==> config.mk <==
export PLATFORM = sky130hd
export DESIGN_NAME = msp_queue
export DESIGN_NICKNAME = d
export VERILOG_FILES = /design/src/hw/rtl/msp_pkg.sv /design/src/hw/rtl/msp_queue.sv
export SDC_FILE = /design/constraint.sdc
export NUM_CORES = 1
export LEC_CHECK = 0
export BUFFER_PORTS_ARGS = -buffer_cell sky130_fd_sc_hd__buf_2
export CORE_MARGIN = 5
export CORE_UTILIZATION = 35
export CTS_CLUSTER_DIAMETER = 200
export DETAILED_ROUTE_END_ITERATION = 8
export SLEW_MARGIN = 20
export SYNTH_ARGS = -nofsm -noshare
export SYNTH_HDL_FRONTEND = slang
export SYNTH_SLANG_ARGS = --single-unit
==> constraint.sdc <==
create_clock -name clk_i -period 2.8 [get_ports clk_i]
set_input_delay 0.28 -clock clk_i [delete_from_list [all_inputs] [get_ports clk_i]]
set_output_delay 0.28 -clock clk_i [all_outputs]
set_load 0.005 [all_outputs]
==> src/hw/rtl/msp_pkg.sv <==
package msp_pkg;

  localparam int unsigned CoordFieldW = 12;
  localparam int unsigned SpanW       = 12;
  localparam int unsigned TargetW     = 9;
  localparam int unsigned SlotW       = 8;
  localparam int unsigned CountOutW   = 9;
  localparam int unsigned CfgIdxW     = 2;
  localparam int unsigned CfgDataW    = 12;

  localparam logic [CfgIdxW-1:0] CFG_SPAN   = 2'd0;
  localparam logic [CfgIdxW-1:0] CFG_TARGET = 2'd1;

  localparam logic [SpanW-1:0]   SpanReset   = 12'd16;
  localparam logic [TargetW-1:0] TargetReset = 9'd64;

  typedef struct packed {
    logic                   cmd;
    logic [CoordFieldW-1:0] cand_x;
    logic [CoordFieldW-1:0] cand_y;
  } item_t;

  typedef struct packed {
    logic                 accepted;
    logic [SlotW-1:0]     slot_index;
    logic [CountOutW-1:0] accepted_count;
    logic                 run_done;
  } result_t;

  typedef enum logic {
    OP_OFFER,
    OP_RESTART
  } op_kind_e;

  typedef struct packed {
    op_kind_e               kind;
    logic [CoordFieldW-1:0] x;
    logic [CoordFieldW-1:0] y;
  } op_t;

  typedef enum logic {
    ST_IDLE,
    ST_SCAN
  } back_state_e;

endpackage

==> src/hw/rtl/msp_queue.sv <==
module msp_queue (
  input  logic         clk_i,
  input  logic         rst_ni,
  input  logic         push_i,
  input  msp_pkg::op_t op_i,
  output logic         full_o,
  input  logic         pop_i,
  output logic         empty_o,
  output msp_pkg::op_t op_o
);

  msp_pkg::op_t slots_q [2];
  logic         wr_ptr_q, rd_ptr_q;
  logic [1:0]   fill_q;

  assign full_o  = (fill_q == 2'd2);
  assign empty_o = (fill_q == 2'd0);
  assign op_o    = slots_q[rd_ptr_q];

  always_ff @(posedge clk_i or negedge rst_ni) begin
    if (!rst_ni) begin
      wr_ptr_q <= 1'b0;
      rd_ptr_q <= 1'b0;
      fill_q   <= 2'd0;
    end else begin
      if (push_i) begin
        wr_ptr_q <= ~wr_ptr_q;
      end
      if (pop_i) begin
        rd_ptr_q <= ~rd_ptr_q;
      end
      if (push_i && !pop_i) begin
        fill_q <= fill_q + 2'd1;
      end else if (pop_i && !push_i) begin
        fill_q <= fill_q - 2'd1;
      end
    end
  end

  always_ff @(posedge clk_i) begin
    if (push_i) begin
      slots_q[wr_ptr_q] <= op_i;
    end
  end

endmodule

======== After elaboration in Yosys (flattened, before gate mapping) ========
Memories as Yosys holds them, arrays and structs flattened.
Cells that the tools add are included.
Widths: inputs -> output; s select.
operators by class
  $add $sub $neg .......................... 2
  $mul .................................... 0
  div/mod/pow operators ................... 0
  magnitude comparators ................... 0
  equal/unequal tests ..................... 1
  shift-type cells ........................ 0
  multiplexer cells ....................... 4
  bitwise logic cells ..................... 2
  reduce and logical (&&, ||, !) cells .... 6
operators with widths
  operator             count
  $mux 2               2
  $add 2x1->2 const B  1
  $eq 2x2->1 const B   1
  $logic_and 1x1->1    2
  $logic_not 1->1      2
  $logic_not 2->1      1
  $mux 1               2
  $not 1->1            2
  $reduce_bool 2->1    1
  $sub 2x1->2 const B  1
word-level totals
  bits in registers ....................... 4
  bits in latches ......................... 0
  bits in writable memories ............... 50
  ROM bits ................................ 0
  input port bits ......................... 29
  output and inout port bits .............. 27
  logic and storage cells ................. 19
  memories ................................ 1
memories
  memory   depth  width  rd ports  clocked after memory_dff  wr ports  line             RTL
  slots_q  2      25     1         0                         1         msp_queue.sv:12  msp_pkg::op_t slots_q [2];

======== Logic depth before layout (Yosys ltp) ========
Gate-level depths: netlist of run 1.
  word-level depth ........................ 4
  gate-level depth with buffers ........... 5
  gate-level depth less buffers ........... 5

======== Worst setup path before layout of run 1 ========
No wires, ideal clock.
  path kind ............................... register to register
  start point ............................. register wr_ptr_q
  end point ............................... memory slots_q[0][0] in the netlist's numbering (enable)
  setup time .............................. 0.410 ns
  arrival time ............................ 1.534 ns
  required time ........................... 2.390 ns
  slack ................................... 0.856 ns
  cell stages (with the launch flop) ...... 2
  buffers on the path ..................... 0
  cell sequence ........................... dfrtp_1 -> nor2b_1
RTL lines
  element                 line             RTL
  start, declared         msp_queue.sv:13  logic wr_ptr_q, rd_ptr_q;
  start signal, assigned  msp_queue.sv:27  wr_ptr_q <= ~wr_ptr_q;
  end, declared           msp_queue.sv:12
No word-level cell before the write port.

==> flow_metrics.tcl, run 1 <==
set metrics [dict create \
    outcome "completed" \
    ff_latch_area_um2 1600 \
    avgSynthCellArea_um2 22.3 \
    ios 56 \
    area_delta_synth_final_pct 22.1 \
    first_pass_iters 4 \
    yosysWarnings 0 \
    yosys-top-cells-area "edfxtp_1, mux2_4, dfrtp_1" \
    path_clk_slew_ns 0.09 \
    numCtsBuffers 5 \
    worstMarginPinSlew_ns 0.464 \
    dp_hpwl_um 2520 \
    syn_inst 94 \
    grt_max_degree 26 \
    pre_cts_ws_ns 0.966 \
    nets 187 \
    die_h_um 87.3 \
    clock_tree.root_cell "clkbuf_8" \
    worstPathArrival_ns 1.85 \
    routed_wl_um 3530 \
    fill_cells 522 \
    first_iter_violations 38 \
    row_count 28 \
    ctsLongestPathBuffers 2 \
    critPathMaxStageDelay_ns 0.64 \
    timing.hold.ws_ns 0.166 \
    grt_pass1_vias 1151 \
    viasPerCell 4.31 \
    syn_area_um2 2090 \
    fin_crit_sh_pct 76.1 \
    rsz0062_at_grt "false" \
    r2r-start "wr_ptr_q" \
    fp.dieW_um 87.3 \
    cap_violations 0 \
    skew_ns 0.00415 \
    synthArstFlopShare_pct 7.41 \
    multi_input_area_um2 438 \
    powerDensity_nw_per_um2 927 \
    ant_nets 0 \
    leakage_nw 1.03 \
    ctsResizeCount 0 \
    vias 1005 \
    synth_top_area_cell "edfxtp_1" \
    synth-edff-count 50 \
    tns_ns 0 \
    crit_chain "buf_4 > mux2_2 > buf_2" \
    max_freq_ghz 0.469 \
    portBuffers 55 \
    place_congestion 0.747 \
    critical_path_required_ns 2.52 \
    hold_path.startpoint "op_i[14]" \
    fin_ws_ns 0.669 \
    crit_fanout 18 \
    period_needed_ns 2.13 \
    antenna_found_initial 0 \
    hold_path.class "primary input to flip-flop" \
    core_area_um2 5850 \
    drc 0 \
    grt_pass1_wl_um 5570 \
    wl_per_cell_um 15.1 \
    dominantRegCellSynth "edfxtp_1" \
    vdd_drop_max_mv 0.432 \
    netlist_top_cells_count "edfxtp_1, mux2_4, mux2_2" \
    endpoint_kind "primary output" \
    diodes 0 \
    startpoint_type "flip-flop" \
    yosysSeqAreaShare_pct 76.6 \
    worstSetupPathType "flip-flop to primary output" \
    insertion_delay_ns 0.30 \
    cts_tree "yes" \
    syn_nets 124 \
    drv_slew 0 \
    drive_gt1_share_pct 57.6 \
    clkSinkCount 54 \
    slew_headroom_pct 69.1 \
    cp-startpoint "rd_ptr_q" \
    hold_viol_final 0 \
    gr-usage-all-layers_pct 9.73 \
    dieArea_um2 7620 \
    yosysMostFrequentCell "edfxtp_1" \
    setup_violations 0 \
    synth_seq_cells 54 \
    initial_core_util_pct 35.8 \
    grt.overflow.total 0 \
    cts.htree.levels 2 \
    synth_top_cell_area_share_pct 71.8 \
    synth.distinct_cells 13 \
    cp_slowest_cell "dfrtp_1" \
]
cells in the final DEF (no fill, tap or decap), drive strengths merged:
cell / netlist / routed
buf: 3 / 58
edfxtp: 50 / 50
mux2: 25 / 25
clkbuf: 0 / 6
xor2: 4 / 4
dfrtp: 4 / 4
nor2: 2 / 2
nor2b: 2 / 2
inv: 1 / 1
and2: 1 / 1
xnor2: 1 / 1
ha: 1 / 1
clkinvlp: 0 / 1
bufinv: 0 / 1
dlygate4sd3: 0 / 1
worst paths after layout:
path	to	slack [ns]	cells past startpoint
worst min register to register	wr_ptr_q	0.51	1
worst max register to register	slots_q[0][12]	1.62	2
worst max-delay path	op_o[23]	0.67	3
max in group asynchronous	wr_ptr_q	2.37	2
worst min-delay path	slots_q[0][14]	0.17	1
min in group asynchronous	fill_q[0]	0.30	2
metrics by stage:
step	util (%)	power [W]	area [um2]	instances
5_1_grt	43.7	0.00251	2550	233
3_3_place_gp	41.6	0.00188	2430	224
3_5_place_dp	41.6	0.00191	2430	224
4_1_cts	43.7	0.00241	2550	233
2_1_floorplan	-	0.00168	2090	94
6_report	43.7	0.00237	2550	233
registers in the layout, indices dropped and copies added (netlist names):
signal	count
slots_q	50
fill_q	2
rd_ptr_q	1
wr_ptr_q	1
cell type report:
type / count / share of cell area (%)
clock buffer: 6 / 2.84
inverter: 1 / 0.147
timing repair buffer: 59 / 12.0
multi-input combinational: 36 / 17.1
tap: 75 / 3.67
sequential: 54 / 62.7
clock inverter: 2 / 1.47
metal layers:
metal  wire length (um)  part of all wire, %  global-route usage [%]
met5                  0                    0                       0
met4                 42                  1.2                    2.51
met3                365                   10                    4.54
met2               1730                   49                    16.4
met1               1390                   39                    11.2
critical path, delay by kind of cell, from the launching register on:
kind	cells	cell delay, ns
flops	1	0.64
mux	1	0.38
buf+inv	2	0.53
cells by family after synthesis:
| kind of cell | count (synthesis) | share of synthesized area [%] |
|---|---|---|
| XOR/XNOR | 5 | 2.09 |
| adder cells (fa/ha/maj) | 1 | 0.598 |
| buffers and inverters | 4 | 2.63 |
| flip-flops | 54 | 76.6 |
| multiplexers | 25 | 16.9 |
| AND/OR/NAND/NOR | 5 | 1.26 |
timing repair:
item | in CTS | in global routing
hold buffers | 1 | 0
setup buffers | 0 | 0
hold endpoints to repair | 4 | 0
power breakdown:
| group | switching, W | total, W | internal, W |
|---|---|---|---|
| Combinational | 0.000300 | 0.000703 | 0.000402 |
| Clock | 0.000239 | 0.000506 | 0.000267 |
| Sequential | 0.0000835 | 0.00116 | 0.00108 |
| Total | 0.000623 | 0.00237 | 0.00175 |
Note: power is estimated with default switching activity, not from simulation.
==> run 2: changes to the inputs <==
==> constraint.sdc (replaced) <==
create_clock -name clk_i -period 2.2 [get_ports clk_i]
set_input_delay 0.22 -clock clk_i [delete_from_list [all_inputs] [get_ports clk_i]]
set_output_delay 0.22 -clock clk_i [all_outputs]
set_load 0.005 [all_outputs]
==> flow_metrics.tcl, run 2 (synthesized netlist as in run 1, its figures left out) <==
set metrics [dict create \
    area_delta_synth_final_pct 23.3 \
    period_needed_ns 1.69 \
    r2r-start "wr_ptr_q" \
    endpoint_kind "primary output" \
    nets 188 \
    reg2regPathDepth 2 \
    hold_path.startpoint "op_i[13]" \
    drc 0 \
    numCtsBuffers 5 \
    ctsLongestPathBuffers 2 \
    top_register "slots_q" \
    crit_chain "buf_4 > mux2_2 > buf_2" \
    vdd_drop_max_mv 0.447 \
    outcome "completed" \
    fill_cells 522 \
    timing.hold.ws_ns 0.104 \
    setup_violations 0 \
    cp_slowest_cell "mux2_2" \
    hold_path.class "primary input to flip-flop" \
    fp.dieW_um 87.3 \
    grt_pass1_wl_um 5340 \
    clock_tree.root_cell "clkbuf_8" \
    hold_depth 1 \
    cts.htree.levels 2 \
    wl_per_cell_um 14.7 \
    die_h_um 87.3 \
    worstSetupPathType "flip-flop to primary output" \
    drv_slew 0 \
    core_area_um2 5850 \
    fin_crit_sh_pct 77.0 \
    max_freq_ghz 0.591 \
    grt.overflow.total 0 \
    viasPerCell 4.38 \
    layout_common_cells "buf_2, edfxtp_1, mux2_4" \
    path_clk_slew_ns 0.09 \
    critical_path_required_ns 1.98 \
    cap_violations 0 \
    clkSinkCount 54 \
    startpoint_type "flip-flop" \
    tns_ns 0 \
    dp_hpwl_um 2510 \
    first_pass_iters 2 \
    grt_pass1_vias 1114 \
    crit_fanout 18 \
    grt_max_degree 26 \
    multi_input_area_um2 438 \
    portBuffers 55 \
    first_iter_violations 18 \
    cts_setup_buffers 0 \
    cts_tree "yes" \
    insertion_delay_ns 0.30 \
    row_count 28 \
    dieArea_um2 7620 \
    worstPathArrival_ns 1.47 \
    drive_gt1_share_pct 58.5 \
    r2r-end "slots_q[1][5]" \
    gr-usage-all-layers_pct 9.37 \
    rrSetupSlack_ns 0.87 \
    powerDensity_nw_per_um2 1180 \
    diodes 0 \
    routed_wl_um 3440 \
    worstMarginPinSlew_ns 0.432 \
    vias 1026 \
    hold_viol_final 0 \
    hold_path_end "slots_q[1][13]" \
    skew_ns 0.00371 \
    initial_core_util_pct 35.8 \
    critPathMaxStageDelay_ns 0.37 \
    ant_nets 0 \
    ff_latch_area_um2 1600 \
    mostFrequentLayoutCell "buf_2" \
    largest_reg_flops 50 \
    reg_top3 "slots_q x50, fill_q x2" \
    place_congestion 0.747 \
    leakage_nw 1.04 \
    rsz0062_at_grt "false" \
    ios 56 \
    p_total_w 0.00304 \
    slew_headroom_pct 71.2 \
    antenna_found_initial 0 \
]
==> run 2: cell types whose count changed in the layout (fill, tap and decap cells not counted), sizes merged <==
cell	change
clkbuf	-1
buf	+1
clkinvlp	+1
==> run 2: area by class of cell <==
| cell class | instances | share of cell area (%) |
|---|---|---|
| clock buffers | 5 | 2.67 |
| clock inverters | 3 | 1.75 |
| inverters | 1 | 0.146 |
| multi-input cells | 36 | 17.0 |
| flip-flops and latches | 54 | 62.1 |
| well taps | 75 | 3.64 |
| repair buffers | 60 | 12.7 |
==> run 2: repair_timing <==
action,4_1_cts,5_1_grt
gates resized for setup,0,0
endpoints found under the hold margin,4,0
hold buffers,1,0
==> run 2: where the power goes <==
part           internal (W)  switching [W]
registers           0.00137      0.0000742
logic              0.000536       0.000412
clock network      0.000338       0.000306
==> run 2: worst max-delay path: cells and delay by family, from the launching register on <==
kind     cells  cell delay, ns
buf+inv      2            0.44
mux          1            0.37
flops        1            0.36
==> run 2: through the flow <==
| stage | instances | setup slack, ns | instance area [um2] | util, % |
|---|---|---|---|---|
| final | 234 | 0.507 | 2580 | 44.1 |
| after global routing | 234 | 0.412 | 2580 | 44.1 |
| after CTS | 234 | 0.471 | 2580 | 44.1 |
| after detailed placement | 225 | 0.830 | 2450 | 42.0 |
| after global placement | 225 | 0.859 | 2450 | 42.0 |
| after floorplan | 94 | 0.256 | 2090 | - |
==> run 2: worst max path at each step <==
stage	from	endpoint	slack [ns]	depth (start not counted)
3_3_place_gp	rd_ptr_q	op_o[19]	0.86	3
2_1_floorplan	wr_ptr_q	slots_q[0][0]	0.26	1
4_1_cts	rd_ptr_q	op_o[19]	0.47	3
3_5_place_dp	rd_ptr_q	op_o[19]	0.83	3
5_1_grt	rd_ptr_q	op_o[24]	0.41	3
6_report	rd_ptr_q	op_o[23]	0.51	3
==> run 2: metal layers <==
metal	up-vias	GRT usage, %	routed length (um)
met1	499	10.7	1380
met3	2	3.50	280
met5	-	0	0
met2	39	16.4	1760
met4	0	2.51	14
li1	486	-	-
