## config.mk

```make
export PLATFORM = sky130hd
export DESIGN_NAME = msp_front
export DESIGN_NICKNAME = d
export VERILOG_FILES = /design/src/hw/rtl/msp_pkg.sv /design/src/hw/rtl/msp_front.sv
export SDC_FILE = /design/constraint.sdc
export NUM_CORES = 1
export LEC_CHECK = 0
export BUFFER_PORTS_ARGS = -buffer_cell sky130_fd_sc_hd__buf_2
export CAP_MARGIN = 25
export CORE_ASPECT_RATIO = 1.4
export CORE_MARGIN = 1
export CORE_UTILIZATION = 42
export DETAILED_ROUTE_END_ITERATION = 7
export PLACE_DENSITY_LB_ADDON = 0.08
export SLEW_MARGIN = 20
export SYNTH_ARGS = -nofsm -noshare
export SYNTH_HDL_FRONTEND = slang
export SYNTH_SLANG_ARGS = --single-unit
```

## constraint.sdc

```tcl
create_clock -name clk_i -period 5.02 [get_ports clk_i]
set_input_delay 0 -clock clk_i [delete_from_list [all_inputs] [get_ports clk_i]]
set_output_delay 0 -clock clk_i [all_outputs]
set_load 0.02 [all_outputs]
```

## src/hw/rtl/msp_pkg.sv

```systemverilog
package msp_pkg;

  localparam int unsigned CoordFieldW = 12;
  localparam int unsigned SpanW       = 12;
  localparam int unsigned TargetW     = 9;
  localparam int unsigned SlotW       = 8;
  localparam int unsigned CountOutW   = 9;
  localparam int unsigned CfgIdxW     = 2;
  localparam int unsigned CfgDataW    = 12;

  localparam logic [CfgIdxW-1:0] CFG_SPAN   = 2'd0;
  localparam logic [CfgIdxW-1:0] CFG_TARGET = 2'd1;

  localparam logic [SpanW-1:0]   SpanReset   = 12'd16;
  localparam logic [TargetW-1:0] TargetReset = 9'd64;

  typedef struct packed {
    logic                   cmd;
    logic [CoordFieldW-1:0] cand_x;
    logic [CoordFieldW-1:0] cand_y;
  } item_t;

  typedef struct packed {
    logic                 accepted;
    logic [SlotW-1:0]     slot_index;
    logic [CountOutW-1:0] accepted_count;
    logic                 run_done;
  } result_t;

  typedef enum logic {
    OP_OFFER,
    OP_RESTART
  } op_kind_e;

  typedef struct packed {
    op_kind_e               kind;
    logic [CoordFieldW-1:0] x;
    logic [CoordFieldW-1:0] y;
  } op_t;

  typedef enum logic {
    ST_IDLE,
    ST_SCAN
  } back_state_e;

endpackage

```

## src/hw/rtl/msp_front.sv

```systemverilog
module msp_front (
  input  logic           clk_i,
  input  logic           rst_ni,
  input  logic           start,
  output logic           busy,
  input  msp_pkg::item_t item_i,
  input  logic           q_full_i,
  output logic           q_push_o,
  output msp_pkg::op_t   q_op_o
);

  logic         valid_q, valid_d;
  msp_pkg::op_t op_q;
  logic         take;

  assign busy     = valid_q && q_full_i;
  assign take     = start && !busy;
  assign q_push_o = valid_q && !q_full_i;
  assign q_op_o   = op_q;

  always_comb begin
    valid_d = valid_q;
    if (take) begin
      valid_d = 1'b1;
    end else if (q_push_o) begin
      valid_d = 1'b0;
    end
  end

  always_ff @(posedge clk_i or negedge rst_ni) begin
    if (!rst_ni) begin
      valid_q <= 1'b0;
    end else begin
      valid_q <= valid_d;
    end
  end

  always_ff @(posedge clk_i) begin
    if (take) begin
      op_q.kind <= item_i.cmd ? msp_pkg::OP_RESTART : msp_pkg::OP_OFFER;
      op_q.x    <= item_i.cand_x;
      op_q.y    <= item_i.cand_y;
    end
  end

endmodule

```

---- After elaboration in Yosys (flattened, before gate mapping) ----
Index checks and enable logic that the tools add are counted.
Widths: inputs -> output; s select.
word-level totals
  bits in registers ....................... 26
  latch bits .............................. 0
  bits in writable memories ............... 0
  bits in read-only memories .............. 0
  input port bits ......................... 29
  memories ................................ 0
cells by class
  $add $sub $neg .......................... 0
  $mul .................................... 0
  divide/modulo/power cells ............... 0
  order comparisons ....................... 0
  equality and inequality tests ........... 0
  shift-type cells ........................ 0
  multiplexer cells ....................... 3
  bitwise operators ....................... 0
  reduce and logical (&&, ||, !) cells .... 6
operators by type and width
  cell               count
  $logic_and 1x1->1  3
  $mux 1             3
  $logic_not 1->1    2
  $reduce_bool 2->1  1

---- Depth between registers and ports, before layout ----
Gate-level depths: netlist of run 1.
  word-level depth ........................ 4
  depth in mapped cells ................... 1
  depth with buffers taken out ............ 1

---- Worst setup path before layout of run 1 ----
Ideal clock, no wire load.
  path kind ............................... register to register
  start point ............................. reg valid_q
  end point ............................... reg op_q (netlist bit q_op_o[0]), enable pin
  library setup time ...................... 0.446 ns
  arrival ................................. 2.229 ns
  required time ........................... 4.574 ns
  slack ................................... 2.345 ns
  stages on the path, launching flop included .. 2
  buffers on the path ..................... 0
  period minus slack after synthesis ...... 2.675 ns
  path through ............................ dfrtp_1 > a21boi_0
between the ends
  longest elaborated chain between the ends .. 3
RTL lines
  item                      line             source
  start: declaration        msp_front.sv:12  logic valid_q, valid_d;
  start signal: assignment  msp_front.sv:34  valid_q <= valid_d;
  $logic_and 1x1->1         msp_front.sv:16  assign busy = valid_q && q_full_i;
  $logic_not 1->1           msp_front.sv:17  assign take = start && !busy;
  $logic_and 1x1->1         msp_front.sv:17
  named net take            msp_front.sv:14  logic take;
  end: declaration          msp_front.sv:13  msp_pkg::op_t op_q;
The timed path passes the listed nets, and every way through them passes these cells.
A chain may end at the register's enable or synchronous reset.

---- Final worst setup path of run 1 ----
  start point ............................. reg valid_q
  end point ............................... reg op_q (netlist bit q_op_o[16]), enable pin
Same word-level chain as after synthesis.

==> out/qor_table.md, run 1 <==
| Parameter | Reported |
|:---|:---|
| Routed wirelength normalized by instance count | 12.42 µm |
| Transition at the pin with the smallest max-transition slack | 0.7984 ns |
| Clock root cell | clkbuf_4 |
| Detailed-route via count | 590 |
| Initial DRC Count | 10 |
| Total power draw | 0.0004030 W |
| Critical path capture point type | flop |
| Seq. cell area | 775.7 µm² |
| Number of top-level pins | 56 |
| Count of non-filler cells in the finished layout | 138 |
| Total internal power | 0.0003133 W |
| Final layout net count | 148 |
| Maximum fanout along the worst path | 25 |
| Total negative slack for setup checks | 0 ns |
| Final cycle utilization of the critical path | 29.42% |
| P_sw | 0.00008971 W |
| Master of the slowest instance on the critical path | a21boi_4 |
| Synthesis warning total | 0 |
| Number of standard cells after synthesis | 30 |
| Overall routing resource usage | 17.80% |
| Starting density of the core | 45.43% |
| Post-CTS Setup Bufs | 0 |
| Post-placement cell count | 105 |
| TritonCTS Sinks | 26 |
| Largest delay contributor family on the critical path | compound AO/OA/AOI/OAI gates |
| Filler Cells Inserted | 92 |
| Max Clock Skew | 0.004738 ns |
| Length of the first detailed-routing pass in iterations | 3 |
| Die height | 53.91 µm |
| Detailed-routed wire length on met2 | 914 µm |
| Via/cell ratio | 4.275 |
| Final setup violation count | 0 |
| Highest attainable clock frequency | 677.2 MHz |
| Syn Nets | 59 |
| Power per cell area | 280.5 nW/µm² |
| Synth-to-Final Area Change | 77.71% |
| Post-synthesis average cell area | 26.94 µm² |
| Met3 routed wirelength | 122 µm |
| Hold WC Path Type | input port to flop |
| TritonCTS clock tree | yes |
| Final critical delay including setup and external delays | 1.477 ns |
| Proportion of synthesized chip area in sequential cells | 95.98% |
| Antenna violations before repair | 0 |
| Routability congestion estimate | 0.6872 |
| Cts bufs inserted | 3 |
| Antenna Cells | 0 |
| Vias in the first global route | 580 |
| Top routing layer in use | met4 |
| Slew HR | 46.64% |
| Core box area | 1779 µm² |
| Clock Path Buffers | 2 |
| Flop and latch count out of synthesis | 26 |
| Wire length of the first global-routing pass | 2.490 mm |
| Maximum number of pins on one net before global-route repair | 26 |
| CTS HTree Levels | 1 |
| GR Overflow Total | 0 |
| Worst reg-to-reg setup slack | 3.54 ns |
| Max-slew violation count | 0 |
| Wire length the detailed router placed on met1 | 663 µm |
| RSZ-0062 raised after global routing | false |
| Max Cap Violations | 0 |
| Proportion of power drawn by combinational gates | 15.8% |
| Area taken by multi-input logic gates | 43.79 µm² |
| # port buffers | 55 |
| Netlist Area Pre-Place | 808.3 µm² |
| CP Data Required Time | 4.97 ns |
| Quantity of hold-fixing buffers added after cts | 29 |
| Delay of the slowest critical-path stage | 0.67 ns |
| Area contributors post-synth | edfxtp_1, dfrtp_1, a21o_2 |
| Crit path cell chain | a21boi_4 |
| Total wire length | 1.714 mm |
| Switching Share | 22.26% |
| Antenna violation net count after detailed routing | 0 |
| Portion of synthesized cell area occupied by the leading cell type | 92.88% |
| Die Width | 39.08 µm |
| Number of DRC violations after detailed routing | 0 |
| Critical path type | flop to flop |
| Worst Path Arrival | 1.43 ns |
| Seq pwr share | 63.3% |
| IR Drop Worst-Case VDD | 0.1996 mV |
| Number of resized instances in the post-cts repair step | 0 |
| Area enclosed by the die boundary | 2106 µm² |
| Library cell occupying the most area in the post-synthesis netlist | edfxtp_1 |
| Clock latency reported for the late side of the worst-skew pair | 0.31 ns |
| Number of core rows | 18 |
| Run status | finished clean |
| Layout cell share with drive strength beyond 1 | 52.54% |
| Static leakage | 0.6230 nW |
| Sum of buffers and inverters on the critical path | 0 |
| Number of distinct library cell variants in the gate-level netlist after synthesis | 6 |
| Worst-path clk slew | 0.13 ns |
| Share of total power in the clock network | 20.9% |
| Count of final hold-check violations | 0 |
| Critical path startpoint category | flop |
metrics by stage:
| step | hold slack [ns] | cell area [µm²] | setup WS, ns | utilization (%) |
|---|---|---|---|---|
| floorplan | -0.2956 | 808.3 | 2.345 | - |
| global placement | -0.2246 | 1112 | 3.266 | 62.52 |
| detailed placement | -0.2235 | 1120 | 3.572 | 62.94 |
| CTS | 0.2129 | 1436 | 3.550 | 80.73 |
| global route | 0.2479 | 1436 | 3.447 | 80.73 |
| finish | 0.2254 | 1436 | 3.543 | 80.73 |
power by group through the flow:
stage / registers, W / logic, W / clock network [W]
floorplan: 0.000275 / 0.00000700 / 0
global placement: 0.000260 / 0.0000438 / 0
detailed placement: 0.000260 / 0.0000450 / 0
CTS: 0.000255 / 0.0000625 / 0.0000864
global route: 0.000256 / 0.0000687 / 0.0000902
finish: 0.000255 / 0.0000635 / 0.0000843
sequential cells by signal (all words and copies together) (netlist names):
name / flops
q_op_o: 25
valid_q: 1
cell usage after synthesis:
cell type / number
a21o_2: 1
and2_2: 1
a21boi_0: 1
dfrtp_1: 1
edfxtp_1: 25
and2b_2: 1
area by class of cell:
| cell class | instances | share of cell area [%] |
|---|---|---|
| timing repair buffer | 84 | 39.37 |
| tap | 20 | 1.742 |
| sequential | 26 | 54.01 |
| clock inverter | 1 | 0.2613 |
| multi-input combinational | 4 | 3.049 |
| clock buffer | 3 | 1.568 |
cells in the final DEF (no fill, tap or decap):
cell type,instances
buf_2,55
dlygate4sd3_1,29
edfxtp_1,25
clkbuf_4,3
and2b_2,1
and2_2,1
a21boi_4,1
a21o_2,1
clkinv_1,1
dfrtp_1,1
final timing paths:
kind | startpoint | end | cells after the start
worst max-delay path | valid_q$_DFFE_PN0P_ | q_op_o[16]$_DFFE_PP_ | 1
worst min-delay path | q_full_i | q_op_o[13]$_DFFE_PP_ | 2
worst max register to register | valid_q$_DFFE_PN0P_ | q_op_o[16]$_DFFE_PP_ | 1
worst min register to register | valid_q$_DFFE_PN0P_ | q_op_o[13]$_DFFE_PP_ | 1
max in group asynchronous | rst_ni | valid_q$_DFFE_PN0P_ | 3
min in group asynchronous | rst_ni | valid_q$_DFFE_PN0P_ | 3
cells by family (layout without fill, tap and decap cells):
kind of cell / count (synthesis) / in the layout / share of synthesized area (%)
buffers and inverters: 0 / 88 / 0
AOI/OAI and AO/OA: 2 / 2 / 2.013
and+or+nand+nor: 2 / 2 / 2.013
DFF: 26 / 26 / 95.97
layer usage:
metal | vias up | GRT usage, %
met4 | 0 | 3.448
li1 | 294 | -
met2 | 39 | 31.67
met1 | 255 | 22.09
met3 | 2 | 3.719
met5 | - | 0
No activity file was read; power rests on OpenSTA's default activity.
==> run 2: changes to the inputs <==
--- a/config.mk
+++ b/config.mk
@@ -9,7 +9,7 @@
 export CAP_MARGIN = 25
 export CORE_ASPECT_RATIO = 1.4
 export CORE_MARGIN = 1
-export CORE_UTILIZATION = 42
+export CORE_UTILIZATION = 35
 export DETAILED_ROUTE_END_ITERATION = 7
 export PLACE_DENSITY_LB_ADDON = 0.08
 export SLEW_MARGIN = 20
==> constraint.sdc (replaced) <==
create_clock -name clk_i -period 1.25 [get_ports clk_i]
set_input_delay 0 -clock clk_i [delete_from_list [all_inputs] [get_ports clk_i]]
set_output_delay 0 -clock clk_i [all_outputs]
set_load 0.02 [all_outputs]
==> out/qor_table.md, run 2 (synthesis gave the netlist of run 1 again) <==
| Parameter | Reported |
|:---|:---|
| Clock root cell | clkbuf_4 |
| Routability congestion estimate | 0.5984 |
| Wire length the detailed router placed on met1 | 643 µm |
| TritonCTS clock tree | yes |
| Final cycle utilization of the critical path | 90.10% |
| Hold WC Path Type | input port to flop |
| GR Overflow Total | 0 |
| Wire length of the first global-routing pass | 2.504 mm |
| Post-CTS Setup Bufs | 0 |
| Slew HR | 88.99% |
| Final setup violation count | 0 |
| Final layout net count | 149 |
| Final critical delay including setup and external delays | 1.126 ns |
| Detailed-routed wire length on met2 | 897 µm |
| Transition at the pin with the smallest max-transition slack | 0.1652 ns |
| Antenna Cells | 0 |
| Critical path capture point type | primary output |
| Worst-path clk slew | 0.13 ns |
| Area taken by multi-input logic gates | 43.79 µm² |
| Filler Cells Inserted | 158 |
| Antenna violation net count after detailed routing | 0 |
| Max-slew violation count | 0 |
| Length of the first detailed-routing pass in iterations | 2 |
| Top routing layer in use | met4 |
| Run status | finished clean |
| Vias in the first global route | 587 |
| Cts bufs inserted | 3 |
| Area after DPL | 1142 µm² |
| Antenna violations before repair | 0 |
| Highest-count cells in the layout ignoring fill and taps | buf_2, dlygate4sd3_1, edfxtp_1, clkbuf_4 |
| Initial DRC Count | 17 |
| RSZ-0062 raised after global routing | false |
| Routed wirelength normalized by instance count | 12.13 µm |
| Max Cap Violations | 0 |
| Core box area | 2177 µm² |
| Total wire length | 1.711 mm |
| Number of top-level pins | 56 |
| Area enclosed by the die boundary | 2508 µm² |
| Detailed-route via count | 602 |
| Commonest non-fill, non-tap cell in the layout | buf_2 |
| Worst Path Arrival | 1.13 ns |
| Via/cell ratio | 4.270 |
| Max Clock Skew | 0.003891 ns |
| Power per cell area | 1155 nW/µm² |
| Die height | 58.86 µm |
| Critical path startpoint category | flop |
| Number of resized instances in the post-cts repair step | 0 |
| Starting density of the core | 37.13% |
| Delay of the slowest critical-path stage | 0.45 ns |
| CTS HTree Levels | 1 |
| Met3 routed wirelength | 155 µm |
| Count of final hold-check violations | 0 |
| Synth-to-Final Area Change | 81.73% |
| Quantity of hold-fixing buffers added after cts | 29 |
| Maximum number of pins on one net before global-route repair | 26 |
| Number of core rows | 20 |
| Maximum fanout along the worst path | 4 |
| Clock Path Buffers | 2 |
| # port buffers | 55 |
| IR Drop Worst-Case VDD | 0.8169 mV |
| Overall routing resource usage | 13.75% |
| Total power draw | 0.001696 W |
| Clock latency reported for the late side of the worst-skew pair | 0.31 ns |
| Layout cell share with drive strength beyond 1 | 53.78% |
| Seq. cell area | 775.7 µm² |
| Largest delay contributor family on the critical path | flip-flops |
| Crit path cell chain | and2b_2 -> buf_2 |
| Final design area excluding fillers | 1469 µm² |
| Number of DRC violations after detailed routing | 0 |
| CP Data Required Time | 1.25 ns |
| Master of the slowest instance on the critical path | dfrtp_1 |
| Sum of buffers and inverters on the critical path | 1 |
| Number of flip-flops under the largest register name | 25 |
| Die Width | 42.62 µm |
| Static leakage | 0.6385 nW |
| Highest attainable clock frequency | 887.9 MHz |
| Worst reg-to-reg setup slack | 0.16 ns |
| TritonCTS Sinks | 26 |
| Critical path type | flop to primary output |
-- run 2: cell count changes in the layout (fill, tap and decap cells not counted) --
cell      delta
buf_12       +1
clkbuf_8     +1
clkinv_1     -1
-- run 2: through the flow --
stage	util [%]	cells	hold slack (ns)	setup WS, ns	TNS, ns
CTS	67.47	141	0.3674	0.1101	0
detailed placement	52.47	108	-0.2204	0.1685	0
global route	67.47	141	0.3749	0.07212	0
finish	67.47	141	0.3862	0.1238	0
global placement	52.47	108	-0.2223	0.1929	0
floorplan	-	30	-0.2956	-0.04459	-1.115
-- run 2: layer usage --
layer / vias up / global-route usage (%)
met1: 262 / 14.05
met2: 40 / 25.93
met5: - / 0
met3: 2 / 3.988
met4: 0 / 5.357
li1: 298 / -
-- run 2: final cells by class --
type,instances,share of cell area (%)
timing repair buffer,85,39.86
sequential,26,52.81
clock buffer,4,2.470
tap,22,1.874
multi-input combinational,4,2.981
-- run 2: worst register-to-register path: cells and delay by family (launching register included) --
| kind | cells | cell delay [ns] |
|---|---|---|
| flops | 1 | 0.45 |
| compound gates | 1 | 0.17 |
| buf+inv | 1 | 0.20 |
-- run 2: final timing paths --
path | start | end | depth (start not counted)
max | valid_q$_DFFE_PN0P_ | q_push_o | 2
min | item_i[19] | q_op_o[19]$_DFFE_PP_ | 2
max reg2reg | valid_q$_DFFE_PN0P_ | q_op_o[22]$_DFFE_PP_ | 2
min reg2reg | valid_q$_DFFE_PN0P_ | valid_q$_DFFE_PN0P_ | 1
max in group asynchronous | rst_ni | valid_q$_DFFE_PN0P_ | 3
min in group asynchronous | rst_ni | valid_q$_DFFE_PN0P_ | 3
-- run 2: power breakdown --
group | leakage [nW] | total (W) | internal (W) | switching, W
registers | 0.249 | 0.00102 | 0.00101 | 0.0000120
logic | 0.369 | 0.000262 | 0.000137 | 0.000125
clock network | 0.0210 | 0.000411 | 0.000178 | 0.000233
total | 0.638 | 0.00170 | 0.00133 | 0.000370
==> run 3: changes to the inputs <==
--- a/config.mk
+++ b/config.mk
@@ -9,8 +9,9 @@
 export CAP_MARGIN = 25
 export CORE_ASPECT_RATIO = 1.4
 export CORE_MARGIN = 1
-export CORE_UTILIZATION = 35
+export CORE_UTILIZATION = 42
 export DETAILED_ROUTE_END_ITERATION = 7
+export GPL_ROUTABILITY_DRIVEN = 1
 export PLACE_DENSITY_LB_ADDON = 0.08
 export SLEW_MARGIN = 20
 export SYNTH_ARGS = -nofsm -noshare
==> constraint.sdc (replaced) <==
create_clock -name clk_i -period 1.41 [get_ports clk_i]
set_input_delay 0 -clock clk_i [delete_from_list [all_inputs] [get_ports clk_i]]
set_output_delay 0 -clock clk_i [all_outputs]
set_load 0.02 [all_outputs]
==> out/qor_table.md, run 3 (synthesis gave the netlist of run 1 again) <==
| Parameter | Reported |
|:---|:---|
| Die Width | 39.08 µm |
| Final core utilization | 83.33% |
| Synth-to-Final Area Change | 83.44% |
| RSZ-0062 raised after global routing | false |
| Total power draw | 0.001642 W |
| Crit path cell chain | a21o_2 -> dlygate4sd3_1 |
| Routability congestion estimate | 0.5796 |
| Core box area | 1779 µm² |
| Detailed-route via count | 604 |
| Starting density of the core | 45.43% |
| Max Cap Violations | 0 |
| Max-slew violation count | 0 |
| Post-placement cell count | 106 |
| Run status | finished clean |
| P_sw | 0.0003360 W |
| Commonest non-fill, non-tap cell in the layout | buf_2 |
| TritonCTS Sinks | 26 |
| Final critical delay including setup and external delays | 1.333 ns |
| Total negative slack for setup checks | 0 ns |
| Share of total power in the clock network | 30.3% |
| Initial DRC Count | 9 |
| Antenna Cells | 0 |
| Power per cell area | 1107 nW/µm² |
| Seq pwr share | 55.3% |
| Antenna violations before repair | 0 |
| Die height | 53.91 µm |
| Critical path startpoint category | flop |
| Critical path type | flop to flop |
| Vias in the first global route | 603 |
| Worst Path Arrival | 1.54 ns |
| Number of core rows | 18 |
| Clock latency reported for the late side of the worst-skew pair | 0.31 ns |
| Overall routing resource usage | 19.86% |
| Hold WC Path Type | input port to flop |
| Transition at the pin with the smallest max-transition slack | 0.2028 ns |
| Area enclosed by the die boundary | 2106 µm² |
| CP Data Required Time | 1.62 ns |
| Routed wirelength normalized by instance count | 13.80 µm |
| Slew HR | 86.48% |
| # port buffers | 55 |
| Number of top-level pins | 56 |
| Via/cell ratio | 4.345 |
| Count of final hold-check violations | 0 |
| Switching Share | 20.46% |
| Number of flip-flops under the largest register name | 25 |
| Total internal power | 0.001306 W |
| Highest-count cells in the layout ignoring fill and taps | buf_2, dlygate4sd3_1, edfxtp_1, clkbuf_4 |
| IR Drop Worst-Case VDD | 1.028 mV |
| CTS HTree Levels | 1 |
| Number of DRC violations after detailed routing | 0 |
| TritonCTS clock tree | yes |
| Cts bufs inserted | 3 |
| Master of the slowest instance on the critical path | dlygate4sd3_1 |
| Antenna violation net count after detailed routing | 0 |
| Max Clock Skew | 0.006854 ns |
| Sum of buffers and inverters on the critical path | 1 |
| Highest attainable clock frequency | 750.1 MHz |
| Clock root cell | clkbuf_4 |
| GR Overflow Total | 0 |
| Maximum fanout along the worst path | 4 |
| Static leakage | 0.6445 nW |
| Wire length of the first global-routing pass | 2.663 mm |
| Worst-path clk slew | 0.14 ns |
| Final setup violation count | 0 |
| Critical path capture point type | flop |
| Proportion of power drawn by combinational gates | 14.4% |
| Post-CTS Setup Bufs | 0 |
| Maximum number of pins on one net before global-route repair | 26 |
| Clock Path Buffers | 2 |
| Delay of the slowest critical-path stage | 0.55 ns |
| Largest delay contributor family on the critical path | buffers and inverters |
| Final layout net count | 149 |
| Total wire length | 1.918 mm |
| Final cycle utilization of the critical path | 94.55% |
| Count of non-filler cells in the finished layout | 139 |
| Length of the first detailed-routing pass in iterations | 4 |
| Layout cell share with drive strength beyond 1 | 53.78% |
[run 3: cell types whose count changed in the layout (fill, tap and decap cells not counted), sizes merged]
cell	change
bufinv	+1
clkbuf	-1
[run 3: cell type report]
cell class	instances	area [µm²]
clock buffer	3	22.52
clock inverter	1	30.03
timing repair buffer	85	585.6
fill	91	296.5
sequential	26	775.7
tap	20	25.02
multi-input combinational	4	43.79
[run 3: power groups by stage]
stage | sequential [W] | clock, W | combinational [W]
3_3_place_gp | 0.000924 | 0 | 0.000167
5_1_grt | 0.000912 | 0.000526 | 0.000253
4_1_cts | 0.000908 | 0.000502 | 0.000231
3_5_place_dp | 0.000926 | 0 | 0.000169
6_report | 0.000908 | 0.000497 | 0.000237
2_1_floorplan | 0.000979 | 0 | 0.0000276
[run 3: per-layer routing]
metal  routed length [µm]  vias up  global-route usage, %
met5                    0        -                      0
met4                    0        0                  5.172
met3                  149        0                  4.132
met2                 1061       38                  36.39
met1                  707      270                  22.90
li1                     -      296                      -
[run 3: stage by stage]
step / area (µm²) / hold slack [ns] / setup WS (ns)
finish: 1483 / 0.2326 / 0.07681
CTS: 1483 / 0.2021 / 0.1184
detailed placement: 1140 / -0.2180 / 0.3405
global placement: 1140 / -0.2213 / 0.3580
floorplan: 819.5 / -0.2956 / 0.1154
global route: 1483 / 0.2472 / 0.06266
[run 3: path summary, 6_finish.rpt]
check	from	end	slack [ns]	cells after the start
setup reg to reg	valid_q$_DFFE_PN0P_	valid_q$_DFFE_PN0P_	0.08	2
hold reg to reg	valid_q$_DFFE_PN0P_	q_op_o[24]$_DFFE_PP_	0.89	2
min in group asynchronous	rst_ni	valid_q$_DFFE_PN0P_	0.53	3
hold / removal	q_full_i	q_op_o[24]$_DFFE_PP_	0.23	3
max in group asynchronous	rst_ni	valid_q$_DFFE_PN0P_	0.78	3
setup / recovery	valid_q$_DFFE_PN0P_	valid_q$_DFFE_PN0P_	0.08	2
[run 3: repair_timing]
item / 4_1_cts / 5_1_grt
hold buffers: 29 / 0
hold endpoints to repair: 27 / 0
gates resized for setup: 0 / 0
[run 3: worst reg2reg max path, stage by stage (launching register included)]
cell	delay (ns)
dfrtp_1	0.47
a21o_2	0.22
dlygate4sd3_1	0.55
